$ cat config.mk
export PLATFORM = sky130hd
export DESIGN_NAME = timed_event_table_scheduler_top
export DESIGN_NICKNAME = d
export VERILOG_FILES = /design/src/rtl/tets_pkg.sv /design/src/rtl/timed_event_table_scheduler_top.sv /design/src/rtl/tets_ram.sv /design/src/rtl/tets_rem_div.sv
export SDC_FILE = /design/constraint.sdc
export NUM_CORES = 2
export LEC_CHECK = 0
export BUFFER_PORTS_ARGS = -buffer_cell sky130_fd_sc_hd__buf_2
export CORE_ASPECT_RATIO = 1.2
export CORE_MARGIN = 3
export CORE_UTILIZATION = 59
export CTS_BUF_LIST = sky130_fd_sc_hd__clkbuf_8
export DETAILED_ROUTE_END_ITERATION = 8
export PLACE_DENSITY = 0.76
export SYNTH_ARGS = -nofsm -noshare
export SYNTH_HDL_FRONTEND = slang
export SYNTH_SLANG_ARGS = --single-unit
$ cat constraint.sdc
create_clock -name clock -period 13.4 [get_ports clock]
set_input_delay 2.68 -clock clock [delete_from_list [all_inputs] [get_ports clock]]
set_output_delay 2.68 -clock clock [all_outputs]
set_load 0.02 [all_outputs]
$ cat src/rtl/tets_pkg.sv
// shared types, codes and constants of the timed event table scheduler
package tets_pkg;

   localparam int SLOTS_DEF = 16;

   localparam logic [2:0] CMD_TICK       = 3'd0;
   localparam logic [2:0] CMD_ADD        = 3'd1;
   localparam logic [2:0] CMD_REMOVE     = 3'd2;
   localparam logic [2:0] CMD_ENABLE     = 3'd3;
   localparam logic [2:0] CMD_DISABLE    = 3'd4;
   localparam logic [2:0] CMD_REMOVE_ALL = 3'd5;
   localparam logic [2:0] CMD_SET_TIME   = 3'd6;
   localparam logic [2:0] CMD_READ_SLOT  = 3'd7;

   localparam logic [2:0] KIND_ACK        = 3'd0;
   localparam logic [2:0] KIND_FIRE_START = 3'd1;
   localparam logic [2:0] KIND_FIRE_MAIN  = 3'd2;
   localparam logic [2:0] KIND_FIRE_STOP  = 3'd3;
   localparam logic [2:0] KIND_TICK_DONE  = 3'd4;

   localparam logic [1:0] BASE_ABS    = 2'd0;
   localparam logic [1:0] BASE_NOW    = 2'd1;
   localparam logic [1:0] BASE_ORIGIN = 2'd2;

   localparam logic [4:0] NO_SLOT = 5'd16;

   typedef struct packed {
      logic [31:0] time_v;
      logic [31:0] period;
      logic [15:0] count;
      logic [15:0] done;
      logic [15:0] arg;
      logic [7:0]  action;
   } entry_type;

   localparam int ENTRY_W = $bits(entry_type);

   typedef struct packed {
      logic        start;
      logic [31:0] dividend;
      logic [31:0] divisor;
   } div_ctl_type;

   typedef struct packed {
      logic        done;
      logic [31:0] rem;
   } div_stat_type;

   typedef enum logic [3:0] {
      ST_IDLE,
      ST_EXEC,
      ST_ACK,
      ST_P1,
      ST_P2,
      ST_DIV,
      ST_FIRE,
      ST_START,
      ST_MAIN,
      ST_STOP,
      ST_WB,
      ST_TDONE
   } state_type;

endpackage

$ cat src/rtl/timed_event_table_scheduler_top.sv
// top level of the timed event table scheduler
// commands other than tick: decoded in EXEC, result registered and emitted from ACK; ready again after that
// tick: a counting pass over all slots (P1), a firing pass (P2), then tick_done; ready again after it
// a due slot passes through FIRE, START/MAIN/STOP and WB, plus the remainder unit for a nonzero period
// an output stall holds the emitting state; one command in flight, the slot table lives in one ram
// synchronous reset frees all slots at once and clears the time; no clearing pass
module timed_event_table_scheduler_top #(
   parameter int SLOTS = tets_pkg::SLOTS_DEF,
   localparam int SW = (SLOTS > 1) ? $clog2(SLOTS) : 1
) (
   input  logic         clock,
   input  logic         reset,
   input  logic         req_tvalid,
   output logic         req_tready,
   // slot, action, time_value, time_base, period, count, infinite, arg,
   // notify_start, notify_stop, check_action
   input  logic [119:0] req_tdata,
   // cmd
   input  logic [2:0]   req_tuser,
   output logic         rsp_tvalid,
   input  logic         rsp_tready,
   // slot_out, action_out, arg_out, value, ok, slot_enabled, active_count
   output logic [71:0]  rsp_tdata,
   // kind
   output logic [2:0]   rsp_tuser,
   output logic         rsp_tlast
);

   tets_pkg::state_type state_ff, state_in;
   logic [119:0] q_ff, q_in;
   logic [2:0]   cmd_ff, cmd_in;
   logic [31:0]  now_ff, now_in;
   logic [SW-1:0] idx_ff, idx_in;
   logic [4:0]   dec_ff, dec_in;
   logic [4:0]   act_ff, act_in;
   tets_pkg::entry_type rec_ff, rec_in;
   logic [SLOTS-1:0] free_ff, free_in, en_ff, en_in, inf_ff, inf_in;
   logic [SLOTS-1:0] st_ff, st_in, sp_ff, sp_in;
   logic [4:0]   ack_slot_ff, ack_slot_in;
   logic [7:0]   ack_action_ff, ack_action_in;
   logic [15:0]  ack_arg_ff, ack_arg_in;
   logic [31:0]  ack_value_ff, ack_value_in;
   logic         ack_ok_ff, ack_ok_in, ack_en_ff, ack_en_in;
   logic         rsp_tvalid_ff, rsp_tvalid_in;
   logic [71:0]  rsp_tdata_ff, rsp_tdata_in;
   logic [2:0]   rsp_tuser_ff, rsp_tuser_in;
   logic         rsp_tlast_ff, rsp_tlast_in;

   logic [4:0]  q_slot;
   logic [7:0]  q_action;
   logic [31:0] q_tv, q_period;
   logic [1:0]  q_base;
   logic [15:0] q_count, q_arg;
   logic        q_inf, q_ns, q_nst, q_chk, q_valid;
   logic [SW-1:0] q_sidx, cur_idx, fs;
   logic        found;

   logic                ram_we;
   logic [SW-1:0]       ram_waddr, ram_raddr;
   tets_pkg::entry_type ram_wdata;
   logic [tets_pkg::ENTRY_W-1:0] ram_rdata;
   tets_pkg::entry_type rdat, rd_rec;
   tets_pkg::div_ctl_type  div_ctl;
   tets_pkg::div_stat_type div_stat;

   logic        due, exh, idx_last, can_emit, emit, match, good;
   logic [4:0]  popcnt;
   logic [15:0] done_new;
   logic [31:0] t_add;
   logic [2:0]  em_kind;
   logic [4:0]  em_slot, em_act;
   logic [7:0]  em_action;
   logic [15:0] em_arg;
   logic [31:0] em_value;
   logic        em_ok, em_en, em_last;

   assign q_slot   = q_ff[4:0];
   assign q_action = q_ff[12:5];
   assign q_tv     = q_ff[44:13];
   assign q_base   = q_ff[46:45];
   assign q_period = q_ff[78:47];
   assign q_count  = q_ff[94:79];
   assign q_inf    = q_ff[95];
   assign q_arg    = q_ff[111:96];
   assign q_ns     = q_ff[112];
   assign q_nst    = q_ff[113];
   assign q_chk    = q_ff[114];
   assign q_valid  = (q_slot < 5'(SLOTS));
   assign q_sidx   = q_slot[SW-1:0];

   tets_ram #(
      .WIDTH (tets_pkg::ENTRY_W),
      .DEPTH (SLOTS)
   ) u_ram (
      .clock (clock),
      .we    (ram_we),
      .waddr (ram_waddr),
      .wdata (ram_wdata),
      .raddr (ram_raddr),
      .rdata (ram_rdata)
   );

   tets_rem_div u_div (
      .clock (clock),
      .reset (reset),
      .ctl   (div_ctl),
      .stat  (div_stat)
   );

   assign rdat     = tets_pkg::entry_type'(ram_rdata);
   assign cur_idx  = (state_ff == tets_pkg::ST_EXEC) ? q_sidx : idx_ff;
   assign rd_rec   = free_ff[cur_idx] ? '0 : rdat;
   assign due      = !free_ff[idx_ff] && (rd_rec.time_v <= now_ff);
   assign exh      = !inf_ff[idx_ff] && (rd_rec.done >= rd_rec.count);
   assign idx_last = (idx_ff == SW'(SLOTS - 1));
   assign can_emit = !rsp_tvalid_ff || rsp_tready;
   assign match    = !q_chk || (rd_rec.action == q_action);
   assign done_new = (rec_ff.done == 16'hFFFF) ? rec_ff.done : rec_ff.done + 16'd1;

   always_comb begin
      popcnt = '0;
      for (int i = 0; i < SLOTS; i++) begin
         popcnt = popcnt + 5'(!free_ff[i] && en_ff[i]);
      end
   end

   always_comb begin
      found = 1'b0;
      fs    = '0;
      for (int i = SLOTS - 1; i >= 0; i--) begin
         if (free_ff[i]) begin
            found = 1'b1;
            fs    = SW'(i);
         end
      end
   end

   always_comb begin
      unique case (q_base)
         tets_pkg::BASE_NOW:    t_add = now_ff + q_tv;
         tets_pkg::BASE_ORIGIN: t_add = rd_rec.time_v + q_tv;
         default:               t_add = q_tv;
      endcase
   end

   always_comb begin
      state_in      = state_ff;
      q_in          = q_ff;
      cmd_in        = cmd_ff;
      now_in        = now_ff;
      idx_in        = idx_ff;
      dec_in        = dec_ff;
      act_in        = act_ff;
      rec_in        = rec_ff;
      free_in       = free_ff;
      en_in         = en_ff;
      inf_in        = inf_ff;
      st_in         = st_ff;
      sp_in         = sp_ff;
      ack_slot_in   = ack_slot_ff;
      ack_action_in = ack_action_ff;
      ack_arg_in    = ack_arg_ff;
      ack_value_in  = ack_value_ff;
      ack_ok_in     = ack_ok_ff;
      ack_en_in     = ack_en_ff;
      ram_we        = 1'b0;
      ram_waddr     = idx_ff;
      ram_wdata     = rec_ff;
      ram_raddr     = idx_ff;
      div_ctl.start    = 1'b0;
      div_ctl.dividend = now_ff - rd_rec.time_v;
      div_ctl.divisor  = rd_rec.period;
      good      = 1'b0;
      emit      = 1'b0;
      em_kind   = tets_pkg::KIND_FIRE_MAIN;
      em_slot   = 5'(idx_ff);
      em_action = rec_ff.action;
      em_arg    = rec_ff.arg;
      em_value  = now_ff;
      em_ok     = 1'b1;
      em_en     = 1'b0;
      em_act    = act_ff;
      em_last   = 1'b0;
      req_tready = 1'b0;

      unique case (state_ff)
         tets_pkg::ST_IDLE: begin
            req_tready = 1'b1;
            ram_raddr  = req_tdata[SW-1:0];
            if (req_tvalid) begin
               q_in   = req_tdata;
               cmd_in = req_tuser;
               if (req_tuser == tets_pkg::CMD_TICK) begin
                  now_in    = now_ff + 32'd1;
                  idx_in    = '0;
                  dec_in    = '0;
                  ram_raddr = '0;
                  state_in  = tets_pkg::ST_P1;
               end else begin
                  state_in = tets_pkg::ST_EXEC;
               end
            end
         end

         tets_pkg::ST_EXEC: begin
            ack_slot_in   = q_slot;
            ack_action_in = '0;
            ack_arg_in    = '0;
            ack_value_in  = now_ff;
            ack_ok_in     = 1'b0;
            ack_en_in     = 1'b0;
            state_in      = tets_pkg::ST_ACK;
            unique case (cmd_ff) inside
               tets_pkg::CMD_ADD: begin
                  good = found && (q_base == tets_pkg::BASE_ABS || q_base == tets_pkg::BASE_NOW
                         || (q_base == tets_pkg::BASE_ORIGIN && q_valid));
                  if (good) begin
                     ram_we           = 1'b1;
                     ram_waddr        = fs;
                     ram_wdata.time_v = t_add;
                     ram_wdata.period = q_period;
                     ram_wdata.count  = q_inf ? 16'd0 : q_count;
                     ram_wdata.done   = '0;
                     ram_wdata.arg    = q_arg;
                     ram_wdata.action = q_action;
                     free_in[fs]      = 1'b0;
                     en_in[fs]        = 1'b1;
                     inf_in[fs]       = q_inf;
                     st_in[fs]        = q_ns;
                     sp_in[fs]        = !q_inf && q_nst;
                     ack_slot_in      = 5'(fs);
                     ack_action_in    = q_action;
                     ack_arg_in       = q_arg;
                     ack_ok_in        = 1'b1;
                  end else begin
                     ack_slot_in = tets_pkg::NO_SLOT;
                  end
               end
               tets_pkg::CMD_REMOVE: begin
                  good      = q_valid && match;
                  ack_ok_in = good;
                  if (good) begin
                     free_in[q_sidx] = 1'b1;
                     en_in[q_sidx]   = 1'b0;
                     inf_in[q_sidx]  = 1'b0;
                     st_in[q_sidx]   = 1'b0;
                     sp_in[q_sidx]   = 1'b0;
                  end
               end
               tets_pkg::CMD_ENABLE, tets_pkg::CMD_DISABLE: begin
                  good      = q_valid && !free_ff[q_sidx] && match;
                  ack_ok_in = good;
                  if (good) begin
                     en_in[q_sidx] = (cmd_ff == tets_pkg::CMD_ENABLE);
                  end
               end
               tets_pkg::CMD_REMOVE_ALL: begin
                  free_in     = '1;
                  en_in       = '0;
                  inf_in      = '0;
                  st_in       = '0;
                  sp_in       = '0;
                  ack_slot_in = tets_pkg::NO_SLOT;
                  ack_ok_in   = 1'b1;
               end
               tets_pkg::CMD_SET_TIME: begin
                  now_in       = q_tv;
                  ack_value_in = q_tv;
                  ack_slot_in  = tets_pkg::NO_SLOT;
                  ack_ok_in    = 1'b1;
               end
               default: begin
                  if (q_valid) begin
                     ack_action_in = rd_rec.action;
                     ack_arg_in    = rd_rec.arg;
                     ack_value_in  = rd_rec.time_v;
                     ack_ok_in     = 1'b1;
                     ack_en_in     = en_ff[q_sidx] && !free_ff[q_sidx];
                  end else begin
                     ack_value_in = '0;
                  end
               end
            endcase
         end

         tets_pkg::ST_ACK: begin
            em_kind   = tets_pkg::KIND_ACK;
            em_slot   = ack_slot_ff;
            em_action = ack_action_ff;
            em_arg    = ack_arg_ff;
            em_value  = ack_value_ff;
            em_ok     = ack_ok_ff;
            em_en     = ack_en_ff;
            em_act    = popcnt;
            em_last   = 1'b1;
            if (can_emit) begin
               emit     = 1'b1;
               state_in = tets_pkg::ST_IDLE;
            end
         end

         tets_pkg::ST_P1: begin
            if (due && exh && en_ff[idx_ff]) begin
               dec_in = dec_ff + 5'd1;
            end
            if (idx_last) begin
               act_in    = popcnt - dec_in;
               idx_in    = '0;
               ram_raddr = '0;
               state_in  = tets_pkg::ST_P2;
            end else begin
               idx_in    = idx_ff + SW'(1);
               ram_raddr = idx_ff + SW'(1);
            end
         end

         tets_pkg::ST_P2: begin
            rec_in = rd_rec;
            if (due && !exh) begin
               if (rd_rec.period != '0) begin
                  div_ctl.start = 1'b1;
                  state_in      = tets_pkg::ST_DIV;
               end else begin
                  state_in = tets_pkg::ST_FIRE;
               end
            end else begin
               if (due) begin
                  free_in[idx_ff] = 1'b1;
                  en_in[idx_ff]   = 1'b0;
                  inf_in[idx_ff]  = 1'b0;
                  st_in[idx_ff]   = 1'b0;
                  sp_in[idx_ff]   = 1'b0;
               end
               if (idx_last) begin
                  state_in = tets_pkg::ST_TDONE;
               end else begin
                  idx_in    = idx_ff + SW'(1);
                  ram_raddr = idx_ff + SW'(1);
               end
            end
         end

         tets_pkg::ST_DIV: begin
            if (div_stat.done) begin
               rec_in.time_v = now_ff - div_stat.rem + rec_ff.period;
               state_in      = tets_pkg::ST_FIRE;
            end
         end

         tets_pkg::ST_FIRE: begin
            if (!en_ff[idx_ff]) begin
               state_in = tets_pkg::ST_WB;
            end else if (st_ff[idx_ff] && rec_ff.done == '0) begin
               state_in = tets_pkg::ST_START;
            end else begin
               state_in = tets_pkg::ST_MAIN;
            end
         end

         tets_pkg::ST_START: begin
            em_kind = tets_pkg::KIND_FIRE_START;
            if (can_emit) begin
               emit     = 1'b1;
               state_in = tets_pkg::ST_MAIN;
            end
         end

         tets_pkg::ST_MAIN: begin
            em_kind = tets_pkg::KIND_FIRE_MAIN;
            if (can_emit) begin
               emit        = 1'b1;
               rec_in.done = done_new;
               if (sp_ff[idx_ff] && done_new == rec_ff.count) begin
                  state_in = tets_pkg::ST_STOP;
               end else begin
                  state_in = tets_pkg::ST_WB;
               end
            end
         end

         tets_pkg::ST_STOP: begin
            em_kind = tets_pkg::KIND_FIRE_STOP;
            if (can_emit) begin
               emit     = 1'b1;
               state_in = tets_pkg::ST_WB;
            end
         end

         tets_pkg::ST_WB: begin
            ram_we = 1'b1;
            if (idx_last) begin
               state_in = tets_pkg::ST_TDONE;
            end else begin
               idx_in    = idx_ff + SW'(1);
               ram_raddr = idx_ff + SW'(1);
               state_in  = tets_pkg::ST_P2;
            end
         end

         tets_pkg::ST_TDONE: begin
            em_kind   = tets_pkg::KIND_TICK_DONE;
            em_slot   = tets_pkg::NO_SLOT;
            em_action = '0;
            em_arg    = '0;
            em_last   = 1'b1;
            if (can_emit) begin
               emit     = 1'b1;
               state_in = tets_pkg::ST_IDLE;
            end
         end

         default: begin
            state_in = tets_pkg::ST_IDLE;
         end
      endcase
   end

   always_comb begin
      rsp_tvalid_in = rsp_tvalid_ff && !rsp_tready;
      rsp_tdata_in  = rsp_tdata_ff;
      rsp_tuser_in  = rsp_tuser_ff;
      rsp_tlast_in  = rsp_tlast_ff;
      if (emit) begin
         rsp_tvalid_in = 1'b1;
         rsp_tdata_in  = {4'd0, em_act, em_en, em_ok, em_value, em_arg, em_action, em_slot};
         rsp_tuser_in  = em_kind;
         rsp_tlast_in  = em_last;
      end
   end

   always_ff @(posedge clock) begin
      if (reset) begin
         state_ff      <= tets_pkg::ST_IDLE;
         now_ff        <= '0;
         free_ff       <= '1;
         en_ff         <= '0;
         inf_ff        <= '0;
         st_ff         <= '0;
         sp_ff         <= '0;
         rsp_tvalid_ff <= 1'b0;
      end else begin
         state_ff      <= state_in;
         now_ff        <= now_in;
         free_ff       <= free_in;
         en_ff         <= en_in;
         inf_ff        <= inf_in;
         st_ff         <= st_in;
         sp_ff         <= sp_in;
         rsp_tvalid_ff <= rsp_tvalid_in;
      end
      q_ff          <= q_in;
      cmd_ff        <= cmd_in;
      idx_ff        <= idx_in;
      dec_ff        <= dec_in;
      act_ff        <= act_in;
      rec_ff        <= rec_in;
      ack_slot_ff   <= ack_slot_in;
      ack_action_ff <= ack_action_in;
      ack_arg_ff    <= ack_arg_in;
      ack_value_ff  <= ack_value_in;
      ack_ok_ff     <= ack_ok_in;
      ack_en_ff     <= ack_en_in;
      rsp_tdata_ff  <= rsp_tdata_in;
      rsp_tuser_ff  <= rsp_tuser_in;
      rsp_tlast_ff  <= rsp_tlast_in;
   end

   assign rsp_tvalid = rsp_tvalid_ff;
   assign rsp_tdata  = rsp_tdata_ff;
   assign rsp_tuser  = rsp_tuser_ff;
   assign rsp_tlast  = rsp_tlast_ff;

endmodule

$ cat src/rtl/tets_ram.sv
// generic single write port ram with registered read
module tets_ram #(
   parameter int WIDTH = 8,
   parameter int DEPTH = 16,
   localparam int AW = (DEPTH > 1) ? $clog2(DEPTH) : 1
) (
   input  logic             clock,
   input  logic             we,
   input  logic [AW-1:0]    waddr,
   input  logic [WIDTH-1:0] wdata,
   input  logic [AW-1:0]    raddr,
   output logic [WIDTH-1:0] rdata
);

   logic [WIDTH-1:0] mem_ff [DEPTH];
   logic [WIDTH-1:0] rdata_ff;

   always_ff @(posedge clock) begin
      if (we) begin
         mem_ff[waddr] <= wdata;
      end
      rdata_ff <= mem_ff[raddr];
   end

   assign rdata = rdata_ff;

endmodule

$ cat src/rtl/tets_rem_div.sv
// bit-serial restoring remainder unit, one bit per cycle
module tets_rem_div (
   input  logic                  clock,
   input  logic                  reset,
   input  tets_pkg::div_ctl_type ctl,
   output tets_pkg::div_stat_type stat
);

   logic [31:0] n_ff, n_in;
   logic [31:0] d_ff, d_in;
   logic [31:0] r_ff, r_in;
   logic [5:0]  cnt_ff, cnt_in;
   logic        busy_ff, busy_in;
   logic        done_ff, done_in;
   logic [32:0] trial;

   always_comb begin
      n_in    = n_ff;
      d_in    = d_ff;
      r_in    = r_ff;
      cnt_in  = cnt_ff;
      busy_in = busy_ff;
      done_in = 1'b0;
      trial   = {r_ff, n_ff[31]};
      if (ctl.start) begin
         n_in    = ctl.dividend;
         d_in    = ctl.divisor;
         r_in    = '0;
         cnt_in  = 6'd32;
         busy_in = 1'b1;
      end else if (busy_ff) begin
         n_in = {n_ff[30:0], 1'b0};
         if (trial >= {1'b0, d_ff}) begin
            r_in = 32'(trial - {1'b0, d_ff});
         end else begin
            r_in = trial[31:0];
         end
         cnt_in = cnt_ff - 6'd1;
         if (cnt_ff == 6'd1) begin
            busy_in = 1'b0;
            done_in = 1'b1;
         end
      end
   end

   always_ff @(posedge clock) begin
      if (reset) begin
         busy_ff <= 1'b0;
         done_ff <= 1'b0;
         cnt_ff  <= '0;
      end else begin
         busy_ff <= busy_in;
         done_ff <= done_in;
         cnt_ff  <= cnt_in;
      end
      n_ff <= n_in;
      d_ff <= d_in;
      r_ff <= r_in;
   end

   assign stat.done = done_ff;
   assign stat.rem  = r_ff;

endmodule

==> parameters.txt <==
Parameter                              Value

Synthesis
  Fraction of registers with async set/reset ... 0%
  Most instantiated flip-flop cell in the synthesis netlist ... sky130_fd_sc_hd__edfxtp_1
  Yosys top cell area share ... 61.3%
  Post-synthesis cell count ... 9,188
  Mapped Avg Cell Area ... 12.6 µm²
  Number of enable flip-flop cells after synthesis ... 2,371
  Library cell with the highest instance count after synthesis ... sky130_fd_sc_hd__edfxtp_1
  Cell types with the highest counts after synthesis ... sky130_fd_sc_hd__edfxtp_1, sky130_fd_sc_hd__nand2_1, sky130_fd_sc_hd__and2_1
  Sequential-to-total area share from yosys stat ... 66.1%
  Cell Area, Synth ... 116,000 µm²
  Top area cells in the synthesized netlist ... sky130_fd_sc_hd__edfxtp_1, sky130_fd_sc_hd__nand2_1, sky130_fd_sc_hd__dfxtp_1, sky130_fd_sc_hd__a211oi_1, sky130_fd_sc_hd__mux2i_1
  Synth unique cells ... 93
  Number of warnings issued by yosys ... 0
  Post-synthesis cell type with the largest combined area ... sky130_fd_sc_hd__edfxtp_1
  Flop and latch count out of synthesis ... 2,648

Die
  Die Area ... 202,000 µm²
  Core footprint ... 195,000 µm²
  Die width ... 411 µm
  # IOs ... 205
  Starting utilization of the core area ... 59.6%
  # rows ... 177
  Die height ... 492 µm

Route
  Vias ... 77,700
  Routed Antenna Nets ... 0
  Wire length per cell after detailed routing ... 24.7 µm
  Drt initial violations ... 9,392
  Post-route DRC violation count ... 0
  Number of vias per cell after detailed routing ... 6.30
  Detailed-routing iteration count for the pre-antenna-repair pass ... 6
  Total wire length after detailed routing ... 304 mm

Worst setup path
  Slowest-stage cell, CP ... sky130_fd_sc_hd__nor2_4
  Arrival @ worst endpoint ... 11,240 ps
  Crit path launch ... state_ff[0]$_SDFFE_PP0P_
  R2R Path Start ... state_ff[0]$_SDFFE_PP0P_
  Top Family by Delay on Critical Path ... buffers and inverters
  CP max stage delay ... 820 ps
  Buf+Inv Stages, Crit Path ... 6
  Critical path class ... reg2reg
  Maximum fanout along the worst path ... 109
  Required time worst endpoint ... 14,380 ps
  Kind of capture point of the worst setup path ... flip-flop
  Startpoint Class ... flip-flop

Global route
  Maximum number of pins on one net before global-route repair ... 219
  First-pass GRT wire length ... 452 mm
  Global-route congestion overflow total ... 0
  Total global routing track utilization ... 29.4%
  Number of antenna violations at the first check in global routing ... 16
  Via count of the first global-routing pass ... 75,200

Timing
  Slew at the pin closest to its max-slew limit ... 1340 ps
  Final number of hold-violating endpoints ... 0
  Share of the cycle needed by the critical path after routing ... 76.6%
  Worst slew slack as a fraction of its limit ... 10.6%
  Fin. max-slew vios ... 0
  Final Critical Period ... 10,270 ps
  RSZ-0062 raised after global routing ... false
  Total of endpoints with negative setup slack in the final report ... 0
  Setup skew after layout ... 61.2 ps
  Accumulated negative setup slack ... 0 ps
  Highest achievable clock rate ... 97.4 MHz

Placement
  Gpl congestion ... 0.991
  HPWL after DPL ... 174 mm
  Count of port buffers added during placement ... 195

CTS
  CTS tree ... built
  Number of setup buffers added after CTS ... 0
  Clock-pin slew on the worst setup and hold paths ... 60 ps
  Cts bufs inserted ... 411
  Deepest clock path buffer count ... 4
  Number of gates resized after cts ... 0
  Clock root buffer master ... sky130_fd_sc_hd__clkbuf_8
  Clock tree sinks ... 2,648
  Clock latency of the later-clocked register in the worst-skew pair ... 1100 ps
  Number of hold buffers added after cts ... 0
  Number of H-tree levels ... 5

Status
  Result of the run ... finished, final reports clean

Job
  Total of max-cap violations ... 0

Hold path
  Launch point of the worst hold path ... sp_ff[15]$_SDFFE_PP0P_
  Hold Crit Class ... reg2reg

Pwr
  Cell leakage power ... 45.9 nW
  Power density normalized to cell area ... 242 nW/µm²
  Largest voltage drop on the vdd net ... 0.361 mV

Cells and area
  Final net count ... 9,742
  Fraction of layout instances using a drive strength above 1 ... 11.1%
  FILL cells ... 13,900
  Final standard cell utilization of the core ... 65.7%
  Post-synthesis to final-layout area growth ... 10.1%
==> worst reg2reg max path, delay by kind of cell (launching register included) <==
kind	cells	cell delay [ps]
AOI/OAI and AO/OA	7	1560
adders and majority gates	2	420
buffers and inverters	6	3270
DFF	1	680
muxes	5	1260
and+or+nand+nor	9	2970
==> metal layers <==
layer	wire [µm]	GRT usage, %	up-vias
met2	142000	46.8	4077
li1	-	-	34600
met4	10500	11.3	2
met3	30700	5.64	657
met1	120000	40.5	38400
met5	182	0	-
==> state kept, by name, indices dropped and copies added, names as in the netlist, 6 cells and up <==
register	count
st_ff	16
ack_value_ff	32
en_ff	16
rsp_tdata	68
u_div.cnt_ff	6
ack_action_ff	8
inf_ff	16
u_ram.rdata	120
u_div.n_ff	32
u_div.d_ff	32
sp_ff	16
u_div.r_ff	32
free_ff	16
ack_arg_ff	16
u_ram.mem_ff	1920
q_ff	115
rec_ff	120
now_ff	32
==> stage by stage <==
step | setup slack (ps) | hold slack, ps | total power [mW] | area [µm²] | instances
final | 3130 | 468 | 30.9 | 128000 | 12300
after global routing | 2610 | 490 | 32.7 | 128000 | 12300
after CTS | 3190 | 467 | 30.9 | 128000 | 12300
after detailed placement | 3220 | 453 | 24.3 | 120000 | 11600
after global placement | 3390 | 449 | 23.9 | 120000 | 11600
after floorplan | 5400 | 427 | 20.9 | 116000 | 9191
==> logic make-up after synthesis <==
logic type                 count (synthesis)  synth area share (%)
xor gates and xnor gates                 157                  1.18
DFF                                     2648                  66.1
and+or+nand+nor                         2784                  11.1
buffers and inverters                    834                  2.95
AOI/OAI and AO/OA                       2116                  12.0
other                                      1               0.00323
adders and majority gates                211                  2.56
muxes                                    437                  4.15
==> cell usage in the layout, fill, tap and decap left out, types with 22 or more instances in the layout <==
master	netlist	final
sky130_fd_sc_hd__o21ai_0	386	379
sky130_fd_sc_hd__mux2i_1	398	397
sky130_fd_sc_hd__and2_0	47	47
sky130_fd_sc_hd__ha_1	166	165
sky130_fd_sc_hd__a22o_1	81	81
sky130_fd_sc_hd__xor2_1	77	77
sky130_fd_sc_hd__mux4_2	34	34
sky130_fd_sc_hd__a31oi_1	499	498
sky130_fd_sc_hd__nand2_1	1527	1525
sky130_fd_sc_hd__clkinv_2	0	62
sky130_fd_sc_hd__dfxtp_1	277	276
sky130_fd_sc_hd__nor2_1	255	235
sky130_fd_sc_hd__a21oi_1	281	279
sky130_fd_sc_hd__o21bai_1	31	31
sky130_fd_sc_hd__xnor2_1	80	80
sky130_fd_sc_hd__a211oi_1	533	533
sky130_fd_sc_hd__buf_4	13	165
sky130_fd_sc_hd__nor3_1	65	63
sky130_fd_sc_hd__edfxtp_1	2371	2371
sky130_fd_sc_hd__a21o_1	69	69
sky130_fd_sc_hd__nor2b_1	43	42
sky130_fd_sc_hd__buf_2	179	194
sky130_fd_sc_hd__a22oi_1	43	43
sky130_fd_sc_hd__clkbuf_8	0	483
sky130_fd_sc_hd__nand4_1	28	28
sky130_fd_sc_hd__nand3b_1	27	27
sky130_fd_sc_hd__nor4_1	31	30
sky130_fd_sc_hd__clkinv_1	1	47
sky130_fd_sc_hd__and3_1	23	22
sky130_fd_sc_hd__inv_1	255	377
sky130_fd_sc_hd__nand3_1	111	111
sky130_fd_sc_hd__nand2b_1	44	44
sky130_fd_sc_hd__fa_1	45	45
sky130_fd_sc_hd__and2_1	537	536
==> report_power, final <==
part | internal (mW) | switching (mW)
clock network | 3.52 | 3.09
registers | 10.1 | 0.514
logic | 4.84 | 8.88
==> final timing paths <==
path | endpoint | slack, ps | cells after the start
worst max-delay path | u_ram.rdata[11]$_DFF_P_ | 3130 | 29
worst min-delay path | sp_ff[15]$_SDFFE_PP0P_ | 470 | 1
worst max register to register | u_ram.rdata[11]$_DFF_P_ | 3130 | 29
worst min register to register | sp_ff[15]$_SDFFE_PP0P_ | 470 | 1
==> layout make-up <==
type	count	area, µm²	area share, %
Tap cell	2595	3250	2.54
Clock buffer	483	6650	5.20
Sequential cell	2648	76700	60.0
Antenna cell	6	15.0	0.0117
Clock inverter	258	1440	1.13
Timing Repair Buffer	377	2570	2.01
Inverter	257	970	0.758
Multi-Input combinational cell	5709	36200	28.3
Note: power is estimated with default switching activity, not from simulation.
